<file path="config.mk">
export PLATFORM = sky130hd
export DESIGN_NAME = lap3d_front
export DESIGN_NICKNAME = d
export VERILOG_FILES = /design/src/hdl/lap3d_pkg.sv /design/src/hdl/lap3d_front.sv
export SDC_FILE = /design/constraint.sdc
export NUM_CORES = 1
export LEC_CHECK = 0
export BUFFER_PORTS_ARGS = -buffer_cell sky130_fd_sc_hd__buf_2
export CORE_MARGIN = 2
export CORE_UTILIZATION = 45
export CTS_CLUSTER_SIZE = 28
export DETAILED_ROUTE_END_ITERATION = 8
export GPL_TIMING_DRIVEN = 0
export PLACE_DENSITY = 0.72
export SYNTH_ARGS = -nofsm -noshare
export SYNTH_HDL_FRONTEND = slang
export SYNTH_SLANG_ARGS = --single-unit
</file>
<file path="constraint.sdc">
create_clock -name clk -period 5.2 [get_ports clk]
set_input_delay 0.26 -clock clk [delete_from_list [all_inputs] [get_ports clk]]
set_output_delay 0.26 -clock clk [all_outputs]
set_load 0.01 [all_outputs]
</file>
<file path="src/hdl/lap3d_pkg.sv">
`default_nettype none

package lap3d_pkg;

	localparam int EDGE_MAX    = 16;
	localparam int SAMPLE_BITS = 32;

	// ring of two planes plus one sample
	localparam int WIN_SIZE = 2 * EDGE_MAX * EDGE_MAX + 1;
	localparam int AW       = $clog2(WIN_SIZE);
	localparam int EW       = $clog2(EDGE_MAX + 1);
	localparam int CW       = (EDGE_MAX > 2) ? $clog2(EDGE_MAX) : 1;
	localparam int PW       = $clog2(EDGE_MAX * EDGE_MAX + 1);
	localparam int SUM_W    = SAMPLE_BITS + 4;

	// port field widths
	localparam int SAMPLE_W  = 32;
	localparam int RATE_W    = 52;
	localparam int IDX_W     = 12;
	localparam int EDGE_IN_W = 5;
	localparam int SCALE_W   = 24;

	// APB port
	localparam int PADDR_W = 3;
	localparam int PDATA_W = 32;

	localparam int CQ_DEPTH = 2;

	localparam int EDGE_RESET  = 16;
	localparam int SCALE_RESET = 640000;

	localparam logic OP_SAMPLE = 1'b0;
	localparam logic OP_DRAIN  = 1'b1;

	localparam logic REG_EDGE  = 1'b0;
	localparam logic REG_SCALE = 1'b1;

	typedef struct packed {
		logic zm;
		logic ym;
		logic xm;
		logic xp;
		logic yp;
		logic zp;
	} nbr_t;

	typedef struct packed {
		logic [AW-1:0]    addr;
		logic [IDX_W-1:0] idx;
		nbr_t             nbr;
		logic             last;
	} cmd_t;

	typedef struct packed {
		logic                   we;
		logic [AW-1:0]          addr;
		logic [SAMPLE_BITS-1:0] data;
	} wr_t;

	typedef struct packed {
		logic empty;
		logic full;
	} cq_stat_t;

	typedef enum logic [1:0] {
		BK_IDLE,
		BK_READ,
		BK_MUL,
		BK_OUT
	} bk_state_t;

endpackage

`default_nettype wire

</file>
<file path="src/hdl/lap3d_front.sv">
`default_nettype none

module lap3d_front (
	input  wire logic                               clk,
	input  wire logic                               arst_n,
	input  wire logic                               push,
	input  wire logic                               opcode,
	input  wire logic signed [lap3d_pkg::SAMPLE_W-1:0] sample,
	input  wire logic [lap3d_pkg::CW-1:0]           em1,
	input  wire logic                               restart,
	input  wire lap3d_pkg::cq_stat_t                cq_stat,
	output logic                                    full,
	output lap3d_pkg::wr_t                          wr,
	output logic                                    cq_push,
	output lap3d_pkg::cmd_t                         cq_cmd
);
	import lap3d_pkg::*;

	logic [CW-1:0]    ix_q, iy_q, iz_q;
	logic [CW-1:0]    ox_q, oy_q, oz_q;
	logic [AW-1:0]    in_addr_q, out_addr_q;
	logic [IDX_W-1:0] out_pos_q;
	logic             in_done_q;

	logic [CW-1:0]    ix_d, iy_d, iz_d;
	logic [CW-1:0]    ox_d, oy_d, oz_d;
	logic [AW-1:0]    in_addr_d, out_addr_d;
	logic [IDX_W-1:0] out_pos_d;
	logic             in_done_d;

	logic accept, is_sample, do_write, emit, o_last, i_last;

	// while the volume fills, a sample may overwrite the oldest slot that a
	// queued point still needs, so hold input until the back end took it
	assign full = cq_stat.full || (!in_done_q && !cq_stat.empty);

	always_comb begin
		accept    = push && !full;
		is_sample = (opcode == OP_SAMPLE);
		do_write  = accept && is_sample && !in_done_q;
		emit      = accept && ((do_write && (iz_q != '0)) ||
			(!is_sample && in_done_q));
		o_last    = (ox_q == em1) && (oy_q == em1) && (oz_q == em1);
		i_last    = (ix_q == em1) && (iy_q == em1) && (iz_q == em1);

		wr.we   = do_write;
		wr.addr = in_addr_q;
		wr.data = sample[SAMPLE_BITS-1:0];

		cq_push         = emit;
		cq_cmd.addr     = out_addr_q;
		cq_cmd.idx      = out_pos_q;
		cq_cmd.nbr.zm   = (oz_q != '0);
		cq_cmd.nbr.ym   = (oy_q != '0);
		cq_cmd.nbr.xm   = (ox_q != '0);
		cq_cmd.nbr.xp   = (ox_q != em1);
		cq_cmd.nbr.yp   = (oy_q != em1);
		cq_cmd.nbr.zp   = (oz_q != em1);
		cq_cmd.last     = o_last;

		ix_d       = ix_q;
		iy_d       = iy_q;
		iz_d       = iz_q;
		in_addr_d  = in_addr_q;
		in_done_d  = in_done_q;
		ox_d       = ox_q;
		oy_d       = oy_q;
		oz_d       = oz_q;
		out_addr_d = out_addr_q;
		out_pos_d  = out_pos_q;

		if (do_write) begin
			in_addr_d = (in_addr_q == AW'(WIN_SIZE - 1)) ? '0 : in_addr_q + 1'b1;
			in_done_d = i_last;
			if (ix_q != em1) begin
				ix_d = ix_q + 1'b1;
			end else begin
				ix_d = '0;
				if (iy_q != em1) begin
					iy_d = iy_q + 1'b1;
				end else begin
					iy_d = '0;
					iz_d = (iz_q != em1) ? iz_q + 1'b1 : '0;
				end
			end
		end

		if (emit) begin
			out_addr_d = (out_addr_q == AW'(WIN_SIZE - 1)) ? '0 : out_addr_q + 1'b1;
			out_pos_d  = out_pos_q + 1'b1;
			if (ox_q != em1) begin
				ox_d = ox_q + 1'b1;
			end else begin
				ox_d = '0;
				if (oy_q != em1) begin
					oy_d = oy_q + 1'b1;
				end else begin
					oy_d = '0;
					oz_d = (oz_q != em1) ? oz_q + 1'b1 : '0;
				end
			end
		end

		// end of volume or new edge length: start over
		if (restart || (emit && o_last)) begin
			ix_d       = '0;
			iy_d       = '0;
			iz_d       = '0;
			in_addr_d  = '0;
			in_done_d  = 1'b0;
			ox_d       = '0;
			oy_d       = '0;
			oz_d       = '0;
			out_addr_d = '0;
			out_pos_d  = '0;
		end
	end

	always_ff @(posedge clk or negedge arst_n) begin
		if (!arst_n) begin
			ix_q       <= '0;
			iy_q       <= '0;
			iz_q       <= '0;
			in_addr_q  <= '0;
			in_done_q  <= 1'b0;
			ox_q       <= '0;
			oy_q       <= '0;
			oz_q       <= '0;
			out_addr_q <= '0;
			out_pos_q  <= '0;
		end else begin
			ix_q       <= ix_d;
			iy_q       <= iy_d;
			iz_q       <= iz_d;
			in_addr_q  <= in_addr_d;
			in_done_q  <= in_done_d;
			ox_q       <= ox_d;
			oy_q       <= oy_d;
			oz_q       <= oz_d;
			out_addr_q <= out_addr_d;
			out_pos_q  <= out_pos_d;
		end
	end

endmodule

`default_nettype wire

</file>
# Yosys cells after proc, flatten, opt, wreduce, memory -nomap -nowiden
# Cells that the tools add are included.
[word_totals]
reg_bits = 57
output_inout_bits = 74
wordCells = 100
in_bits = 43
[classes]
n_mux = 34
n_bitwise = 1
reduce_logical = 28
addsub = 9
n_eq_ne = 18
[ops]
columns = ["operator", "n"]
rows = [
  ["4-bit two-way mux", 24],
  ["10-bit two-way mux", 6],
  ["4-bit by 1-bit adder with 4-bit output (second input constant)", 6],
  ["4-bit equality test", 6],
  ["12-bit two-way mux", 2],
  ["4-bit inequality test", 6],
  ["10-bit by 1-bit adder with 10-bit output (second input constant)", 2],
  ["10-bit equality test (second input constant)", 2],
  ["4-bit nonzero test", 4],
  ["12-bit by 1-bit adder with 12-bit output (second input constant)", 1],
  ["1-bit logical AND", 12],
  ["2-bit by 1-bit inequality test with 1-bit output (second input constant)", 4],
  ["3-bit AND reduction", 2],
  ["2-bit AND reduction", 2],
  ["2-bit nonzero test", 2],
  ["1-bit logical NOT", 3],
  ["1-bit logical OR", 3],
  ["1-bit two-way mux", 2],
  ["1-bit NOT", 1],
]

# Depth between registers and ports, before layout
[logic_depth]
ltp_word = 14
depth_mapped = 9
depth_no_buf = 8

# Worst setup path before layout
# OpenSTA, ideal clock, no wires.
[synth_path]
path_type = "reg2reg"
from = "reg in_done_q"
to = "reg iy_q[3]"
n_path_buf = 1
t_required_ps = 5123
arrival_time_ps = 1845
setup_slack_ps = 3278
path_stages_with_launch = 8
setup_ps = 77
period_less_slack_ps = 1922
cell_sequence = "dfrtp_1 > or3b_1 > or2_1 > buf_6 > clkinv_4 > nand2_4 > or4_1 > a21oi_1"
[synth_via]
elab_chain_len = 14
word_cells_on_any_way = 17
classes_between = "eq/ne: 1; mux: 1; reduce/logical: 15"
[synth_lines]
columns = ["item", "line_no", "rtl"]
rows = [
  ["start, declared", "lap3d_front.sv:23", "logic in_done_q;"],
  ["start signal, assigned", "lap3d_front.sv:136", "in_done_q <= in_done_d;"],
  ["1-bit logical NOT", "lap3d_front.sv:35, lap3d_front.sv:40", ""],
  ["1-bit logical AND", "lap3d_front.sv:35", "assign full = cq_stat.full || (!in_done_q && !cq_stat.empty);"],
  ["1-bit logical OR", "lap3d_front.sv:35", ""],
  ["1-bit logical NOT", "lap3d_front.sv:38", "accept = push && !full;"],
  ["1-bit logical AND", "lap3d_front.sv:38", ""],
  ["1-bit logical AND (2 in a row)", "lap3d_front.sv:40", "do_write = accept && is_sample && !in_done_q;"],
  ["1-bit logical AND", "lap3d_front.sv:41", "emit = accept && ((do_write && (iz_q != '0)) ||"],
  ["1-bit logical OR", "lap3d_front.sv:41", ""],
  ["1-bit logical AND", "lap3d_front.sv:41", ""],
  ["1-bit logical AND", "lap3d_front.sv:105", "if (restart || (emit && o_last)) begin"],
  ["1-bit logical OR", "lap3d_front.sv:105", ""],
  ["2-bit by 1-bit inequality test with 1-bit output (no source line) or 2-bit nonzero test (tied branches)", "--", ""],
  ["2-bit AND reduction (no source line)", "--", ""],
  ["end signal, assigned", "lap3d_front.sv:133", "iy_q <= iy_d;"],
  ["end, declared", "lap3d_front.sv:19", "logic [CW-1:0] ix_q, iy_q, iz_q;"],
]
# Parallel ways exist; a longest one is shown, timed or not.
# A chain may end at the register's enable or synchronous reset.

# Worst setup path in the final report
[layout_path]
from = "reg oy_q[3]"
to = "out cq_cmd[0] (netlist bit)"
[layout_via]
elab_chain_len = 3
[layout_lines]
columns = ["item", "line_no", "rtl"]
rows = [
  ["start, declared", "lap3d_front.sv:20", "logic [CW-1:0] ox_q, oy_q, oz_q;"],
  ["start signal, assigned", "lap3d_front.sv:138", "oy_q <= oy_d;"],
  ["4-bit equality test", "lap3d_front.sv:43", "o_last = (ox_q == em1) && (oy_q == em1) && (oz_q == em1);"],
  ["1-bit logical AND (2 in a row)", "lap3d_front.sv:43", ""],
  ["end, declared", "lap3d_front.sv:15", "output lap3d_pkg::cmd_t cq_cmd"],
]
# No other way between the ends.

==> results <==
- The run finished, with violations left.
- The final reports fail on hold timing.
- The via count of the first global-routing pass is about 3,000.
- The worst setup path is captured at an output port.
- The class of the tightest hold or removal check is primary input to asynchronous set/reset pin.
- The share of Yosys cell area claimed by the top area cell type is 0.376.
- The worst relative slew slack is 0.511.
- After legalization and detailed placement, the total HPWL measured 6360 um.
- The critical path launch point type is a flop.
- The total congestion overflow is 0.
- The count of flip-flops with a built-in enable after synthesis is 0.
- The final-stage net count is 573.
- The number of iterations in the first detailed-routing pass is 4.
- The clock passes through at most 2 buffers.
- Dividing the final minimum period by the clock period gives 0.466.
- The internal portion of the total power is 781 uW.
- The die is 95.8 um wide.
- The number of input and output port buffers inserted is 79.
- Yosys printed 0 warnings.
- After detailed routing, the number of vias per cell comes to 5.38.
- The die covers 9180 um2.
- For the final database, setup skew stands at between 0.01 and 0.015 ns.
- After detailed routing, the met3 layer carries 515 um of wire.
- The violation count after the first detailed-route iteration is 149.
- Of the total power, registers draw 0.439.
- Across all layers, the routed design uses 3,363 vias.
- Sorting the synthesized cells by area gives the leading types as dfrtp_1 38%, xor2_1 7.2%, buf_4 7.1%.
- Final hold analysis gives a worst-case slack of -0.0164 ns.
- At the pin with the least slew margin, the transition time is between 0.7 and 0.8 ns.
- The biggest area contributor in the post-synthesis netlist is dfrtp_1.
- The maximum number of pins on one net before global-route repair is 58.
- Clock tree synthesis selected as its root buffer the cell clkbuf_8.
- The number of nets produced by synthesis is roughly 480.
- Of the total power, the share spent switching nets is 0.248.
- The number of gates resized after CTS was 0.
- Signal routing reaches up to met4.
- The met1 wire length is between 3000 and 4000 um.
- Setup slack closes at about 2.8 ns.
- The share of cells above drive strength 1 is 0.294.
- The max-slew violation count is 0.
- The worst endpoint data arrival time is 2.16 ns.
- The analysis attributes to net switching a power of between 200 and 300 uW.
- The number of antenna violations at the first check in global routing was 0.
- Relative to the synthesized area, the layout overhead comes to 20.0%.
- Of all flip-flops after synthesis, the portion carrying an async set or reset was 1.00.
- The highest ir drop seen on vdd is 0.000114 V.
- The number of buffers inserted during clock tree synthesis is 9.
- The design draws 1040 uW.
- Of the total power, combinational logic draws 0.105.
- The CTS tree is built.
- The most used flip-flop cell after synthesis is dfrtp_1.
- The standard-cell row count is 33.
- OpenSTA, run right after detailed placement, puts the worst setup slack at between 2 and 3 ns.
- Setup repair after global routing left no endpoint under its margin.
- Routability-driven placement finished with a final weighted congestion of approximately 0.84.
- Of all nets on the critical path, the largest fanout is 10.
- Static timing analysis puts the maximum clock frequency at 413 MHz.
- The first global-routing pass estimated roughly 14,000 um of wire.
- The final routed wire length divided by cell count is 13.9 um.
- The proportion of synthesized chip area in sequential cells is 0.376.
- The final-report hold violation count is 28.
- Of the total power, the clock network draws 0.456.
- The routed design has 8720 um of wire.
- The vertical die dimension is 95.8 um.
- The DRC violations left is 0.
- The later pin in the worst-skew pair is clocked with a latency of 0.34 ns.
- The post-CTS clock slew at the launch and capture registers of the worst setup and hold paths is 0.07 ns.
- For the worst setup path, the data required time is roughly 5 ns.
- 0 antenna diodes ended up in the layout.
- Counting flops and latches in the post-synthesis netlist gives 57.
- In the synthesized netlist, the number of instances is 425.
- The global-route usage over all layers is 0.197.
- The starting density of the core is 0.464.
- The post-CTS setup buffer count is 0.
- After clock tree synthesis, the flow added hold-fix buffers numbering 0.
- Detailed routing placed a total of between 4000 and 5000 um of wire on met2.
- In this run the power density over the cells is 228 nW/um2.
- The post-synthesis average cell area is 8.92 um2.
- During I/O placement, the number of pins put on the boundary was 117.
- Max-cap violations in this run came to 0.
- The floorplan step defined a core boundary enclosing 8180 um2.
- The time the final worst path needs with I/O delays and setup is 2.42 ns.
- The number of setup violations in the final report is 0.
- The final sum of negative setup slack is 0 ns.
- The post-route antenna net violation count is 0.
- The netlist uses 55 different library cells.
- The H-tree generated during clock tree synthesis spans 3 levels.
- Clock tree synthesis found a total of 57 sinks.
- The category of the critical setup timing path is flop to output port.
- The netlist area before placement is 3790 um2.
- The static leakage is 0.00222 uW.
[through the flow]
| stage | utilization | area [um2] | instances | hold slack (ns) |
|---|---|---|---|---|
| 2_1_floorplan | - | 3790 | 425 | -0.0356 |
| 6_report | 0.556 | 4550 | 625 | -0.0164 |
| 4_1_cts | 0.556 | 4550 | 625 | 0.263 |
| 3_5_place_dp | 0.528 | 4320 | 609 | 0.518 |
| 3_3_place_gp | 0.528 | 4320 | 609 | 0.502 |
| 5_1_grt | 0.556 | 4550 | 625 | 0.0344 |
[final timing paths]
check                                               from  cells after the start  slack, ns                       end
worst max-delay path                 oy_q[3]$_DFFE_PN0P_                      6       2.78                 cq_cmd[0]
worst min-delay path                              arst_n                      1      -0.02  in_addr_q[3]$_DFFE_PN0P_
worst max register to register       iz_q[0]$_DFFE_PN0P_                      9       2.83       iy_q[1]$_DFFE_PN0P_
worst min register to register  in_addr_q[9]$_DFFE_PN0P_                      1       0.53  in_addr_q[9]$_DFFE_PN0P_
max in group asynchronous                         arst_n                      1       4.73  in_addr_q[6]$_DFFE_PN0P_
min in group clk                                 restart                      5       0.53  out_pos_q[4]$_DFFE_PN0P_
[cell usage in the layout, fill, tap and decap left out, types with 4 or more instances in the layout]
cell type,instances
and3_1,6
nand3b_1,6
buf_2,87
xnor2_1,6
nand3_1,18
buf_4,37
o31ai_1,5
nand4_1,4
a22oi_1,5
clkbuf_8,10
o21ai_0,23
xor2_1,31
nor3_1,8
dfrtp_1,57
inv_1,17
ha_1,15
a21oi_1,31
or3_1,4
nor4_1,4
a31oi_1,4
and4_1,6
nor2_1,38
clkbuf_1,7
nand2_1,30
[metal layers]
metal / track usage / up-vias
li1: - / 1647
met1: 0.262 / 1600
met2: 0.319 / 110
met3: 0.0376 / 6
met4: 0.0714 / 0
met5: 0 / -
[flip-flops by register name (all words and copies together) (netlist names)]
name        cells
in_addr_q      10
in_done_q       1
ix_q            4
iy_q            4
iz_q            4
out_addr_q     10
out_pos_q      12
ox_q            4
oy_q            4
oz_q            4
[cell type report]
cell class / instances / area (um2)
Buffer: 54 / 364
Clock buffer: 10 / 138
Clock inverter: 6 / 90.1
Fill cell: 760 / 3630
Inverter: 19 / 76.3
Multi-Input combinational cell: 295 / 1930
Sequential cell: 57 / 1430
Tap cell: 105 / 131
Timing Repair Buffer: 79 / 398
[power groups by stage]
stage / Combinational (uW) / Sequential [uW] / Clock (uW)
floorplan: 68.8 / 464 / 0
global placement: 109 / 464 / 0
detailed placement: 111 / 464 / 0
CTS: 111 / 456 / 482
global route: 121 / 457 / 505
finish: 109 / 456 / 474
[cell families (layout without fill, tap and decap cells)]
| kind of cell | after synthesis | after routing | synth area share |
|---|---|---|---|
| AND/OR/NAND/NOR | 155 | 155 | 0.228 |
| buffers and inverters | 73 | 168 | 0.116 |
| XOR/XNOR | 37 | 37 | 0.0855 |
| AO/OA/AOI/OAI | 86 | 86 | 0.139 |
| multiplexers | 2 | 2 | 0.00528 |
| adder cells (fa/ha/maj) | 15 | 15 | 0.0495 |
| flip-flops | 57 | 57 | 0.376 |
[worst max-delay path: stages, from the launching register on]
cell and delay (ns):
dfrtp_1 0.43, xor2_1 0.16, nor4_1 0.44, buf_2 0.30, and3_1 0.26, buf_4 0.13, buf_2 0.12
[cells in the mapped netlist, types with 2 or more instances]
| cell | number |
|---|---|
| dfrtp_1 | 57 |
| nor2_1 | 38 |
| buf_4 | 36 |
| a21oi_1 | 31 |
| xor2_1 | 31 |
| nand2_1 | 30 |
| o21ai_0 | 23 |
| nand3_1 | 18 |
| inv_1 | 17 |
| ha_1 | 15 |
| buf_2 | 9 |
| nor3_1 | 8 |
| clkbuf_1 | 7 |
| and3_1 | 6 |
| and4_1 | 6 |
| nand3b_1 | 6 |
| xnor2_1 | 6 |
| a22oi_1 | 5 |
| o31ai_1 | 5 |
| a31oi_1 | 4 |
| nand4_1 | 4 |
| nor4_1 | 4 |
| or3_1 | 4 |
| a311oi_1 | 3 |
| and2_1 | 3 |
| nand4b_1 | 3 |
| nor2b_1 | 3 |
| o2111ai_1 | 3 |
| or3b_1 | 3 |
| or4_1 | 3 |
| a21o_1 | 2 |
| a22o_1 | 2 |
| buf_6 | 2 |
| mux2i_1 | 2 |
| nand2b_1 | 2 |
| nand3_2 | 2 |
| nor4_2 | 2 |
| nor4b_1 | 2 |
| or4b_1 | 2 |
Power figures use the tool's default switching activity.
