`config.mk`:
```
export PLATFORM = sky130hd
export DESIGN_NAME = lap3d_cmdq
export DESIGN_NICKNAME = d
export VERILOG_FILES = /design/src/hdl/lap3d_pkg.sv /design/src/hdl/lap3d_cmdq.sv
export SDC_FILE = /design/constraint.sdc
export NUM_CORES = 1
export LEC_CHECK = 0
export BUFFER_PORTS_ARGS = -buffer_cell sky130_fd_sc_hd__buf_2
export CELL_PAD_IN_SITES_DETAIL_PLACEMENT = 1
export CELL_PAD_IN_SITES_GLOBAL_PLACEMENT = 2
export CORE_MARGIN = 4
export CORE_UTILIZATION = 41
export CTS_CLUSTER_SIZE = 20
export DETAILED_ROUTE_END_ITERATION = 6
export PLACE_DENSITY_LB_ADDON = 0.08
export SETUP_SLACK_MARGIN = 0.4
export SYNTH_ARGS = -nofsm -noshare
export SYNTH_HDL_FRONTEND = slang
export SYNTH_SLANG_ARGS = --single-unit
```
`constraint.sdc`:
```
create_clock -name clk -period 4.91 [get_ports clk]
set_input_delay 0.2455 -clock clk [delete_from_list [all_inputs] [get_ports clk]]
set_output_delay 0.2455 -clock clk [all_outputs]
set_load 0.005 [all_outputs]
```
`src/hdl/lap3d_pkg.sv`:
```
`default_nettype none

package lap3d_pkg;

	localparam int EDGE_MAX    = 16;
	localparam int SAMPLE_BITS = 32;

	// ring of two planes plus one sample
	localparam int WIN_SIZE = 2 * EDGE_MAX * EDGE_MAX + 1;
	localparam int AW       = $clog2(WIN_SIZE);
	localparam int EW       = $clog2(EDGE_MAX + 1);
	localparam int CW       = (EDGE_MAX > 2) ? $clog2(EDGE_MAX) : 1;
	localparam int PW       = $clog2(EDGE_MAX * EDGE_MAX + 1);
	localparam int SUM_W    = SAMPLE_BITS + 4;

	// port field widths
	localparam int SAMPLE_W  = 32;
	localparam int RATE_W    = 52;
	localparam int IDX_W     = 12;
	localparam int EDGE_IN_W = 5;
	localparam int SCALE_W   = 24;

	// APB port
	localparam int PADDR_W = 3;
	localparam int PDATA_W = 32;

	localparam int CQ_DEPTH = 2;

	localparam int EDGE_RESET  = 16;
	localparam int SCALE_RESET = 640000;

	localparam logic OP_SAMPLE = 1'b0;
	localparam logic OP_DRAIN  = 1'b1;

	localparam logic REG_EDGE  = 1'b0;
	localparam logic REG_SCALE = 1'b1;

	typedef struct packed {
		logic zm;
		logic ym;
		logic xm;
		logic xp;
		logic yp;
		logic zp;
	} nbr_t;

	typedef struct packed {
		logic [AW-1:0]    addr;
		logic [IDX_W-1:0] idx;
		nbr_t             nbr;
		logic             last;
	} cmd_t;

	typedef struct packed {
		logic                   we;
		logic [AW-1:0]          addr;
		logic [SAMPLE_BITS-1:0] data;
	} wr_t;

	typedef struct packed {
		logic empty;
		logic full;
	} cq_stat_t;

	typedef enum logic [1:0] {
		BK_IDLE,
		BK_READ,
		BK_MUL,
		BK_OUT
	} bk_state_t;

endpackage

`default_nettype wire

```
`src/hdl/lap3d_cmdq.sv`:
```
`default_nettype none

module lap3d_cmdq (
	input  wire logic                clk,
	input  wire logic                arst_n,
	input  wire logic                push,
	input  wire lap3d_pkg::cmd_t     push_cmd,
	input  wire logic                pop,
	output lap3d_pkg::cq_stat_t      stat,
	output lap3d_pkg::cmd_t          head
);
	import lap3d_pkg::*;

	localparam int PTR_W = (CQ_DEPTH > 1) ? $clog2(CQ_DEPTH) : 1;
	localparam int CNT_W = $clog2(CQ_DEPTH + 1);

	cmd_t             ent_q [CQ_DEPTH];
	logic [PTR_W-1:0] wptr_q, rptr_q;
	logic [CNT_W-1:0] cnt_q;

	assign stat.empty = (cnt_q == '0);
	assign stat.full  = (cnt_q == CNT_W'(CQ_DEPTH));
	assign head       = ent_q[rptr_q];

	always_ff @(posedge clk or negedge arst_n) begin
		if (!arst_n) begin
			wptr_q <= '0;
			rptr_q <= '0;
			cnt_q  <= '0;
		end else begin
			if (push) begin
				wptr_q <= (wptr_q == PTR_W'(CQ_DEPTH - 1)) ? '0 : wptr_q + 1'b1;
			end
			if (pop) begin
				rptr_q <= (rptr_q == PTR_W'(CQ_DEPTH - 1)) ? '0 : rptr_q + 1'b1;
			end
			if (push && !pop) begin
				cnt_q <= cnt_q + 1'b1;
			end else if (pop && !push) begin
				cnt_q <= cnt_q - 1'b1;
			end
		end
	end

	always_ff @(posedge clk) begin
		if (push) begin
			ent_q[wptr_q] <= push_cmd;
		end
	end

endmodule

`default_nettype wire

```
; ---- Word level (Yosys, flattened, before mapping)
; Memory sizes are Yosys's and may differ from the RTL's.
; Cells that the tools add are included.
[word_totals]
register_bits = 4
input_bits = 33
ram_bits = 58
mem_count = 1
wordCells = 21
[classes]
muxes = 6
addsub = 4
eq_ne = 1
n_reduce_logical = 6
[mem_list]
columns = memory, depth, width, read_ports, rd_ports_with_merged_regs, write_ports, line
row1 = ent_q, 2, 29, 1, 0, 1, lap3d_cmdq.sv:17  ; cmd_t ent_q [CQ_DEPTH];
[ops]
columns = cell, count
row1 = 1-bit 2-to-1 mux, 4
row2 = 2-bit 2-to-1 mux, 2
row3 = "1-bit adder, second input constant", 2
row4 = "2-bit by 1-bit adder with 2-bit output, second input constant", 1
row5 = "2-bit equality test, second input constant", 1
row6 = 1-bit logical AND, 2
row7 = 1-bit zero test, 2
row8 = 2-bit zero test, 1
row9 = 2-bit nonzero test, 1
row10 = "2-bit by 1-bit subtractor with 2-bit output, second input constant", 1

; ---- Depth between registers and ports, before layout
; Gate-level depths: netlist of run 1.
[depth]
depth_word = 4
depth_mapped = 5
ltp_nobuf = 5

; ---- Worst setup path before layout of run 1
; OpenSTA, ideal clock, no wires.
[synth_timing]
kind = reg2reg
from = reg wptr_q
to = mem ent_q[0][0] in the netlist's numbering, enable pin
stages_incl_launch_ff = 2
period_less_slack_ps = 2128
setup_ps = 418
arrival_ps = 1710
required_time_ps = 4492
setup_slack_ps = 2782
path_cell_list = dfrtp_1 > nor2b_1
[synth_rtl]
columns = element, line
row1 = "start, declared", lap3d_cmdq.sv:18  ; logic [PTR_W-1:0] wptr_q, rptr_q;
row2 = "start signal, assigned", lap3d_cmdq.sv:32  ; wptr_q <= (wptr_q == PTR_W'(CQ_DEPTH - 1)) ? '0 : wptr_q + 1'b1;
row3 = "end, declared", lap3d_cmdq.sv:17
; Straight into the memory's write port.

==> results of run 1 <==
[stage by stage]
step,cell area (um2),hold WS (ns)
after floorplan,2397,-0.05009
after global placement,2785,0.05014
after detailed placement,2785,0.05619
after CTS,2943,0.08804
after global routing,2943,0.07972
final,2943,0.1098
[flip-flops by register name (all words and copies together) (netlist names)]
signal,cells
wptr_q,1
cnt_q,2
ent_q,58
rptr_q,1
[placed cells by master, fill, tap and decap left out, drive strengths merged]
cell type	n
and2	1
buf	64
clkbuf	12
clkinv	3
dfrtp	4
dlygate4sd3	1
edfxtp	58
ha	1
inv	1
mux2	29
nor2	2
nor2b	2
xnor2	1
xor2	4
[metal layers]
| layer | vias up | part of all wire (%) | global-route usage [%] |
|---|---|---|---|
| li1 | 555 | - | - |
| met1 | 565 | 37 | 13.08 |
| met2 | 44 | 54 | 20.59 |
| met3 | 4 | 7.3 | 5.397 |
| met4 | 0 | 1.1 | 6.906 |
| met5 | - | 0 | 0 |
[cells by family (layout without fill, tap and decap cells)]
kind of cell,count (synthesis),count (layout),share of synthesized area (%)
xor+xnor,5,5,1.827
fa+ha+maj,1,1,0.5218
buf+inv,4,81,1.566
flops,62,62,76.83
mux,29,29,18.16
simple gates,5,5,1.096
[final cells by class]
class	count	area (um2)	share of cell area (%)
Multi-Input combinational cell	40	525.5	17.86
Tap cell	72	90.09	3.061
Timing Repair Buffer	65	332.8	11.31
Clock buffer	12	135.1	4.592
Inverter	1	3.754	0.1276
Clock inverter	3	12.51	0.4252
Sequential cell	62	1843	62.63
[worst paths after layout]
check                                  from            to  slack (ns)  cells past startpoint
worst min-delay path            push_cmd[9]   ent_q[1][9]        0.11                      1
min in group asynchronous            arst_n      cnt_q[1]        0.26                      2
max in group asynchronous            arst_n        rptr_q        4.52                      2
worst min register to register     cnt_q[1]      cnt_q[1]        0.51                      1
worst max register to register       wptr_q  ent_q[0][16]        3.42                      1
worst max-delay path                 rptr_q       head[7]        2.85                      2
[report_power, final]
group | leakage, nW | internal [mW] | switching [mW]
Clock | 0.0753 | 0.176 | 0.169
Sequential | 0.590 | 0.706 | 0.104
Combinational | 0.547 | 0.276 | 0.148
[timing repair]
action                                 CTS  global route
endpoints found under the hold margin    4             0
hold buffers                             1             0
gates resized for setup                  0             0
buffers inserted                         0             0
==> insert_results.sql, run 1 <==
INSERT INTO impl_metrics (metric_group, metric, value, unit) VALUES
('sta', 'finalWorstPathRequiredPeriod', '2.060', 'ns'),
('sta', 'setup_violations', '0', ''),
('route', 'avgRoutedWirePerCell', '15.89', 'um'),
('global_routing', 'number_of_antenna_violations_at_the_first_check_in_global_routing', '0', ''),
('worst_setup_path', 'crit_slowest_cell', 'sky130_fd_sc_hd__dfrtp_2', ''),
('yosys', 'postSynthAreaPerCell', '22.62', 'um2'),
('cts', 'cts_made_buffers', '9', ''),
('floorplan', 'die-area', '7134', 'um2'),
('run', 'number_of_maximum_capacitance_violations', '0', ''),
('route', 'detail_route.vias_per_cell', '4.580', ''),
('yosys', 'synth-seq-cells', '62', ''),
('route', 'total_length_of_routed_wires', '4051', 'um'),
('worst_setup_path', 'critical_path_arrival', '1.81', 'ns'),
('final_layout', 'layout-drive-gt1-share', '57.38', '%'),
('worst_setup_path', 'crit_path_cell_chain', 'mux2_4, buf_2', ''),
('route', 'dr_total_vias', '1168', ''),
('sta', 'max_freq', '0.4855', 'GHz'),
('global_routing', 'groute.usage.overall', '12.35', '%'),
('power', 'power.density', '536.7', 'nW/um2'),
('cts', 'htree_num_levels', '3', ''),
('cts', 'cts-root-buf', 'sky130_fd_sc_hd__clkbuf_8', ''),
('placed_design', 'portBuffers', '63', ''),
('yosys', 'yosys.cell_types.count', '11', ''),
('worst_setup_path', 'timing_worst_setup_path_type', 'register to output port', ''),
('sta', 'tightestPinTransition', '0.9509', 'ns'),
('cts', 'clkTransAtPathRegs', '0.06', 'ns'),
('final_layout', 'post-route-util', '52.79', '%'),
('global_routing', 'globalRouteOverflowTotal', '0', ''),
('yosys', 'synth.top_cells.by_area', 'sky130_fd_sc_hd__edfxtp_1 73%, sky130_fd_sc_hd__mux2_4 18%, sky130_fd_sc_hd__dfrtp_1 4.2%, sky130_fd_sc_hd__xor2_1 1.5%, sky130_fd_sc_hd__buf_6 1.4%', ''),
('sta', 'timing.clock.skew', '0.004632', 'ns'),
('status', 'status', 'finished clean', ''),
('worst_setup_path', 'worst-path-max-fanout', '30', ''),
('yosys', 'yosysWarnings', '0', ''),
('global_routing', 'grt_first_pass_wirelength', '6423', 'um'),
('final_layout', 'area_growth', '22.76', '%'),
('sta', 'final_max_slew_viol_count', '0', ''),
('yosys', 'postSynth.topFlopCell', 'sky130_fd_sc_hd__edfxtp_1', ''),
('placed_design', 'worst_setup_slack_post_dpl', '3.134', 'ns'),
('worst_setup_path', 'timing.critical_path.required', '4.66', 'ns'),
('global_routing', 'grt_pass1_vias', '1281', ''),
('cts', 'clock_sinks', '62', ''),
('worst_setup_path', 'worst-path-buf-inv', '1', ''),
('cts', 'clockBufferDepth', '2', ''),
('yosys', 'synthesis.area', '2397', 'um2'),
('worst_setup_path', 'worst_setup_path_end_kind', 'output port', ''),
('power', 'leakagePower', '1.212', 'nW'),
('hold_path', 'hold_class', 'input port to register', ''),
('route', 'dr.first_iter.drc_count', '51', ''),
('power', 'total_power', '1.579', 'mW'),
('placed_design', 'dpl.hpwl', '2773', 'um'),
('yosys', 'synth_seq_area_share', '76.83', '%'),
('floorplan', 'initial_core_utilization', '43.01', '%'),
('yosys', 'synth.most_common_cell', 'sky130_fd_sc_hd__edfxtp_1', ''),
('global_routing', 'grt_start_max_net_pins', '31', ''),
('final_layout', 'final_net_count', '213', ''),
('yosys', 'syn-num-nets', '140', ''),
('yosys', 'synthesis.instances', '106', ''),
('yosys', 'synth_enable_flop_cells', '58', ''),
('floorplan', 'core.rowCount', '27', ''),
('route', 'route.detailed.drc', '0', ''),
('worst_setup_path', 'worst_path_dominant_cell_family', 'flip-flops', ''),
('placed_design', 'numPlacedInstances', '239', ''),
('worst_setup_path', 'critical_path.max_stage_delay', '0.99', 'ns'),
('floorplan', 'core_area', '5574', 'um2'),
('worst_setup_path', 'startpoint_type', 'register', ''),
('yosys', 'netlist_top_cells_count', '58 x sky130_fd_sc_hd__edfxtp_1, 29 x sky130_fd_sc_hd__mux2_4, 4 x sky130_fd_sc_hd__dfrtp_1, 4 x sky130_fd_sc_hd__xor2_1, 3 x sky130_fd_sc_hd__buf_6', ''),
('route', 'drtPass1Iterations', '4', ''),
('sta', 'post-route-worst-setup-slack', '2.850', 'ns'),
('floorplan', 'floorplan.die.height', '84.47', 'um'),
('cts', 'clkLatencyLatePin', '0.32', 'ns'),
('sta', 'finalSetupTns', '0', 'ns');
Note: power is estimated with default switching activity, not from simulation.
==> run 2, diff against run 1 <==
CORE_UTILIZATION = 34   (was 41)
clock period = 1.85 ns   (was 4.91 ns; I/O delays follow)
==> run 2 against run 1 <==
Routed wire length rose by 7.3%. Critical path depth grew 1. Die area rose by 19%. Sequential power grew 150%. Largest power group unchanged. Critical endpoint is now head[26]. Clock skew hardly changed. Via count grew 12%. Design area grew 15%.
==> insert_results.sql, run 2 (same netlist as run 1, synthesis figures left out) <==
INSERT INTO impl_metrics (metric_group, metric, value, unit) VALUES
('status', 'status', 'finished clean', ''),
('route', 'avgRoutedWirePerCell', '13.80', 'um'),
('cts', 'clkLatencyLatePin', '0.32', 'ns'),
('worst_setup_path', 'timing.reg2reg.worst_path_depth', '2', ''),
('final_layout', 'largest_register_ffs', '58', ''),
('global_routing', 'met3_usage', '3.856', '%'),
('power', 'net-switching-power', '1.172', 'mW'),
('power', 'netSwitchingFraction', '25.98', '%'),
('final_layout', 'layout_common_cells', '63 x sky130_fd_sc_hd__buf_2, 58 x sky130_fd_sc_hd__edfxtp_1, 32 x sky130_fd_sc_hd__dlygate4sd3_1, 29 x sky130_fd_sc_hd__mux2_4, 9 x sky130_fd_sc_hd__clkbuf_8', ''),
('worst_setup_path', 'regToRegStartpoint', 'wptr_q', ''),
('final_layout', 'layout_commonest_cell', 'sky130_fd_sc_hd__buf_2', ''),
('global_routing', 'number_of_antenna_violations_at_the_first_check_in_global_routing', '0', ''),
('final_layout', 'final_net_count', '249', ''),
('final_layout', 'layout-drive-gt1-share', '52.05', '%'),
('global_routing', 'grt_start_max_net_pins', '19', ''),
('final_layout', 'layout_top_registers', 'ent_q (58), cnt_q (2)', ''),
('floorplan', 'die-width', '91.97', 'um'),
('placed_design', 'gp_congestion', '0.5997', ''),
('worst_setup_path', 'timing_worst_setup_path_type', 'register to output port', ''),
('run', 'number_of_maximum_capacitance_violations', '0', ''),
('power', 'ir_worst_vdd', '653.2', 'uV'),
('floorplan', 'floorplan.die.height', '91.97', 'um'),
('floorplan', 'num_io_pins', '64', ''),
('route', 'final_antenna_net_count', '0', ''),
('floorplan', 'core_area', '6832', 'um2'),
('cts', 'clockBufferDepth', '2', ''),
('placed_design', 'portBuffers', '63', ''),
('placed_design', 'dpl.hpwl', '2939', 'um'),
('route', 'route.detailed.drc', '0', ''),
('sta', 'timing.final.crit_share', '83.08', '%'),
('worst_setup_path', 'worst_setup_path_end_kind', 'output port', ''),
('route', 'dr_total_vias', '1310', ''),
('cts', 'clock_sinks', '62', ''),
('global_routing', 'grt_first_pass_wirelength', '6989', 'um'),
('sta', 'final_hold_fails', '0', ''),
('route', 'dr.first_iter.drc_count', '48', ''),
('power', 'power.density', '1334', 'nW/um2'),
('route', 'total_length_of_routed_wires', '4346', 'um'),
('sta', 'final_max_slew_viol_count', '0', ''),
('sta', 'finalWorstPathRequiredPeriod', '1.537', 'ns'),
('cts', 'htree_num_levels', '3', ''),
('final_layout', 'registers.top_by_ff_count', 'ent_q', ''),
('global_routing', 'groute.usage.overall', '11.01', '%'),
('final_layout', 'filler_cell_count', '682', ''),
('worst_setup_path', 'worst-path-max-fanout', '6', ''),
('floorplan', 'core.rowCount', '30', ''),
('cts', 'cts-root-buf', 'sky130_fd_sc_hd__clkbuf_8', ''),
('power', 'leakagePower', '1.389', 'nW'),
('sta', 'timing.clock.skew', '0.004510', 'ns'),
('power', 'power.share.clock', '23.8', '%'),
('global_routing', 'grt_pass1_vias', '1442', ''),
('sta', 'setup_violations', '0', ''),
('route', 'drtPass1Iterations', '2', ''),
('global_routing', 'grt.met1_usage', '12.15', '%'),
('worst_setup_path', 'worstReg2RegEnd', 'ent_q[1][13]', ''),
('sta', 'timing.hold.ws', '0.1079', 'ns'),
('global_routing', 'busiest_layer_in_global_routing', 'met2', ''),
('route', 'detail_route.vias_per_cell', '4.159', ''),
('worst_setup_path', 'timing.critical_path.required', '1.76', 'ns'),
('power', 'combPwrFrac', '32.1', '%'),
('sta', 'max_freq', '0.6506', 'GHz'),
('cts', 'cts_made_buffers', '9', ''),
('worst_setup_path', 'timing.reg2reg.setup_slack', '0.55', 'ns'),
('hold_path', 'hold_class', 'input port to asynchronous set/reset pin', ''),
('global_routing', 'globalRouteOverflowTotal', '0', ''),
('final_layout', 'antenna_cells', '0', ''),
('worst_setup_path', 'critical_path_arrival', '1.44', 'ns'),
('sta', 'maxSlewHeadroom', '77.77', '%'),
('sta', 'tightestPinTransition', '0.3335', 'ns'),
('floorplan', 'initial_core_utilization', '35.09', '%'),
('cts', 'clkTransAtPathRegs', '0.06', 'ns'),
('power', 'sequential_group_share_of_total_power', '44.1', '%'),
('final_layout', 'area_growth', '41.02', '%'),
('sta', 'rsz0062_at_grt', 'yes', ''),
('cts', 'cts_tree', 'yes', ''),
('power', 'internal_pwr_total', '3.339', 'mW'),
('floorplan', 'die-area', '8458', 'um2'),
('global_routing', 'grtUsageMet2', '18.55', '%'),
('sta', 'finalSetupTns', '0', 'ns'),
('worst_setup_path', 'startpoint_type', 'register', '');
-- run 2: cell count changes in the layout (fill, tap and decap cells not counted), moves of 2 or more --
cell | before | now
sky130_fd_sc_hd__dlygate4sd3_1 | 1 | 32
sky130_fd_sc_hd__buf_4 | 1 | 4
sky130_fd_sc_hd__buf_12 | 0 | 2
sky130_fd_sc_hd__clkbuf_1 | 3 | 1
-- run 2: layout make-up --
type                            count  area (um2)  area share, %
Multi-Input combinational cell     40       526.8          15.58
Clock inverter                      5       51.30          1.517
Tap cell                           96       120.1          3.553
Timing Repair Buffer              101       705.7          20.87
Clock buffer                       10       127.6          3.775
Sequential cell                    62        1846          54.59
Inverter                            1       3.754         0.1110
-- run 2: worst max path at each step --
stage,slack [ns],endpoint,start,cells after the start
after detailed placement,0.42,head[9],rptr_q,3
after CTS,0.29,head[26],rptr_q,3
after floorplan,0.57,ent_q[0][0],wptr_q,1
final,0.31,head[26],rptr_q,3
after global routing,0.27,head[2],rptr_q,3
after global placement,0.44,head[9],rptr_q,3
-- run 2: power groups by stage --
stage	Sequential [mW]	Combinational, mW	Clock, mW
after global routing	2.02	1.57	1.19
after CTS	1.99	1.49	1.13
after global placement	2.06	1.32	0
after detailed placement	2.08	1.34	0
after floorplan	1.98	0.922	0
final	1.99	1.45	1.07
-- run 2: timing repair --
| item | CTS | global route |
|---|---|---|
| hold endpoints to repair | 64 | 0 |
| resized for setup | 1 | 0 |
| setup buffers | 2 | 0 |
| hold buffers | 32 | 0 |
| setup endpoints to repair | 29 | 29 |
-- run 2: metrics by stage --
step | utilization [%] | cells | instance area, um2 | total power, mW | setup WS (ns)
global placement | 41.92 | 266 | 2864 | 3.377 | 0.4423
detailed placement | 41.92 | 266 | 2864 | 3.419 | 0.4233
global route | 49.49 | 315 | 3381 | 4.781 | 0.2656
finish | 49.49 | 315 | 3381 | 4.512 | 0.3130
CTS | 49.49 | 315 | 3381 | 4.614 | 0.2926
floorplan | - | 106 | 2406 | 2.906 | 0.5729
-- run 2: worst max-delay path: stages, from the launching register on --
cell and delay, ns:
sky130_fd_sc_hd__dfrtp_4 0.50, sky130_fd_sc_hd__buf_4 0.19, sky130_fd_sc_hd__mux2_4 0.31, sky130_fd_sc_hd__buf_2 0.13
-- run 2: per-layer routing --
metal | share of wire (%) | vias to the layer above | wire (um)
met4 | 1.8 | 0 | 78
met3 | 6.4 | 7 | 277
met5 | 0 | - | 0
li1 | - | 626 | -
met2 | 53 | 41 | 2285
met1 | 39 | 636 | 1703
==> run 3, diff against run 2 <==
clock period = 1.4 ns   (was 1.85 ns; I/O delays follow)
==> run 3 against run 2 <==
The flow now finishes with violations (negative setup slack). Clock skew rose by 0.0029 ns. Register-to-register slack got worse by 0.40 ns. Routed wire length rose by 22%. Cell count rose by 6.3%. Critical path type unchanged. Critical path depth did not move. Die area did not move. Clock power rose by 34%. Global-route usage rose by 2.6 points. Largest cell class unchanged. Via count rose by 7.6%.
==> insert_results.sql, run 3 (same netlist as run 1, synthesis figures left out) <==
INSERT INTO impl_metrics (metric_group, metric, value, unit) VALUES
('sta', 'rsz0062_at_grt', 'yes', ''),
('worst_setup_path', 'worst_setup_path_end_kind', 'output port', ''),
('final_layout', 'registers.top_by_ff_count', 'ent_q', ''),
('final_layout', 'antenna_cells', '0', ''),
('power', 'internal_pwr_total', '5.483', 'mW'),
('cts', 'clkLatencyLatePin', '0.33', 'ns'),
('worst_setup_path', 'startpoint_type', 'register', ''),
('status', 'violations', 'negative setup slack', ''),
('sta', 'timing.final.crit_share', '105.7', '%'),
('cts', 'cts_made_buffers', '9', ''),
('sta', 'post-route-worst-setup-slack', '-0.07965', 'ns'),
('sta', 'maxSlewHeadroom', '88.59', '%'),
('worst_setup_path', 'worst-path-max-fanout', '15', ''),
('hold_path', 'hold_class', 'input port to asynchronous set/reset pin', ''),
('placed_design', 'dpl.hpwl', '2874', 'um'),
('floorplan', 'die-width', '91.97', 'um'),
('route', 'detail_route.vias_per_cell', '4.209', ''),
('power', 'netSwitchingFraction', '25.58', '%'),
('worst_setup_path', 'timing_worst_setup_path_type', 'register to output port', ''),
('floorplan', 'die-area', '8458', 'um2'),
('cts', 'cts_tree', 'yes', ''),
('sta', 'finalSetupTns', '-1.855', 'ns'),
('placed_design', 'gp_congestion', '0.6307', ''),
('final_layout', 'layout_top_registers', 'ent_q (58), cnt_q (2)', ''),
('power', 'sequential_group_share_of_total_power', '35.6', '%'),
('floorplan', 'floorplan.die.height', '91.97', 'um'),
('final_layout', 'post-route-cell-area', '4000', 'um2'),
('status', 'status', 'finished, violations left', ''),
('sta', 'max_freq', '0.6758', 'GHz'),
('worst_setup_path', 'critical_path_arrival', '1.41', 'ns'),
('route', 'route.detailed.drc', '0', ''),
('global_routing', 'number_of_antenna_violations_at_the_first_check_in_global_routing', '0', ''),
('route', 'final_antenna_net_count', '0', ''),
('cts', 'cts-root-buf', 'sky130_fd_sc_hd__clkbuf_8', ''),
('sta', 'timing.hold.ws', '0.08114', 'ns'),
('route', 'total_length_of_routed_wires', '5297', 'um'),
('route', 'dr.first_iter.drc_count', '60', ''),
('floorplan', 'core.rowCount', '30', ''),
('power', 'ir_worst_vdd', '769.4', 'uV'),
('worst_setup_path', 'timing.critical_path.required', '1.33', 'ns'),
('placed_design', 'worst_setup_slack_post_dpl', '0.2508', 'ns'),
('global_routing', 'grt_start_max_net_pins', '16', ''),
('final_layout', 'layout_common_cells', '58 x sky130_fd_sc_hd__edfxtp_1, 34 x sky130_fd_sc_hd__buf_2, 33 x sky130_fd_sc_hd__buf_6, 32 x sky130_fd_sc_hd__dlygate4sd3_1, 29 x sky130_fd_sc_hd__mux2_4', ''),
('power', 'power.share.clock', '19.4', '%'),
('placed_design', 'portBuffers', '63', ''),
('floorplan', 'initial_core_utilization', '35.09', '%'),
('final_layout', 'filler_cell_count', '619', ''),
('power', 'total_power', '7.367', 'mW'),
('final_layout', 'layout_commonest_cell', 'sky130_fd_sc_hd__edfxtp_1', ''),
('global_routing', 'groute.usage.overall', '13.59', '%'),
('final_layout', 'area_growth', '66.86', '%'),
('worst_setup_path', 'timing.reg2reg.setup_slack', '0.15', 'ns'),
('run', 'number_of_maximum_capacitance_violations', '0', ''),
('final_layout', 'largest_register_ffs', '58', ''),
('worst_setup_path', 'crit_path_cell_chain', 'buf_12, mux2_4, buf_6', ''),
('sta', 'setup_violations', '29', ''),
('final_layout', 'final_net_count', '269', ''),
('cts', 'clkTransAtPathRegs', '0.06', 'ns'),
('cts', 'clock_sinks', '62', ''),
('cts', 'htree_num_levels', '3', ''),
('final_layout', 'post-route-util', '58.55', '%'),
('placed_design', 'numPlacedInstances', '267', ''),
('final_layout', 'final-instance-count-excl-fill', '335', ''),
('sta', 'timing.clock.skew', '0.007457', 'ns'),
('route', 'drtPass1Iterations', '4', ''),
('route', 'dr_total_vias', '1410', ''),
('route', 'avgRoutedWirePerCell', '15.81', 'um'),
('placed_design', 'post_dp_cell_area', '2872', 'um2'),
('power', 'net-switching-power', '1.885', 'mW'),
('worst_setup_path', 'crit_slowest_cell', 'sky130_fd_sc_hd__dfrtp_2', ''),
('power', 'leakagePower', '1.654', 'nW'),
('floorplan', 'core_area', '6832', 'um2'),
('sta', 'tightestPinTransition', '0.1708', 'ns'),
('final_layout', 'layout-drive-gt1-share', '56.90', '%'),
('power', 'power.density', '1842', 'nW/um2'),
('sta', 'final_max_slew_viol_count', '0', ''),
('sta', 'final_hold_fails', '0', ''),
('sta', 'finalWorstPathRequiredPeriod', '1.480', 'ns'),
('worst_setup_path', 'critical_path.max_stage_delay', '0.43', 'ns'),
('global_routing', 'globalRouteOverflowTotal', '0', ''),
('cts', 'clockBufferDepth', '2', ''),
('global_routing', 'grt_pass1_vias', '1532', ''),
('global_routing', 'grt_first_pass_wirelength', '8293', 'um'),
('floorplan', 'num_io_pins', '64', ''),
('power', 'combPwrFrac', '45.0', '%');
[run 3: changes by cell type in the layout (fill, tap and decap cells not counted), sizes merged]
cell	change
clkinv	+2
buf	+17
clkinvlp	-1
clkbuf	+2
[run 3: final timing paths]
check                         start          end  depth (start not counted)
max                          rptr_q      head[6]                          3
min                          arst_n     cnt_q[1]                          2
max reg2reg                  wptr_q  ent_q[0][6]                          4
min reg2reg                cnt_q[1]     cnt_q[1]                          2
max in group asynchronous    arst_n       rptr_q                          2
min in group clk                pop     cnt_q[0]                          4
[run 3: worst max-delay path, delay by kind of cell, from the launching register on]
family,cells,cell delay [ns]
flip-flops,1,0.43
multiplexers,1,0.33
buffers and inverters,2,0.32
[run 3: power groups by stage]
stage / clock, mW / sequential [mW] / combinational [mW]
6_report: 1.43 / 2.63 / 3.31
5_1_grt: 1.59 / 2.66 / 3.52
4_1_cts: 1.48 / 2.63 / 3.11
3_5_place_dp: 0 / 2.66 / 1.89
3_3_place_gp: 0 / 2.63 / 1.86
2_1_floorplan: 0 / 2.62 / 1.22
[run 3: what timing repair did]
item,4_1_cts,5_1_grt
pin swaps,4,4
gates resized for setup,45,4
setup buffers,8,4
cloned,6,3
hold buffers,32,0
setup endpoints to repair,89,90
hold endpoints to repair,64,0
[run 3: metal layers]
layer | global-route usage [%] | wire (um)
met1 | 16.23 | 2171
met2 | 22.38 | 2813
met3 | 4.512 | 243
met4 | 5.941 | 70
met5 | 0 | 0
[run 3: cell type report]
class	instances	area [um2]	share of cell area (%)
clock inverter	6	53.80	1.345
multi-input combinational	40	535.5	13.39
tap	96	120.1	3.003
sequential	62	1843	46.07
clock buffer	9	123.9	3.097
inverter	1	3.754	0.09384
timing repair buffer	121	1320	33.00
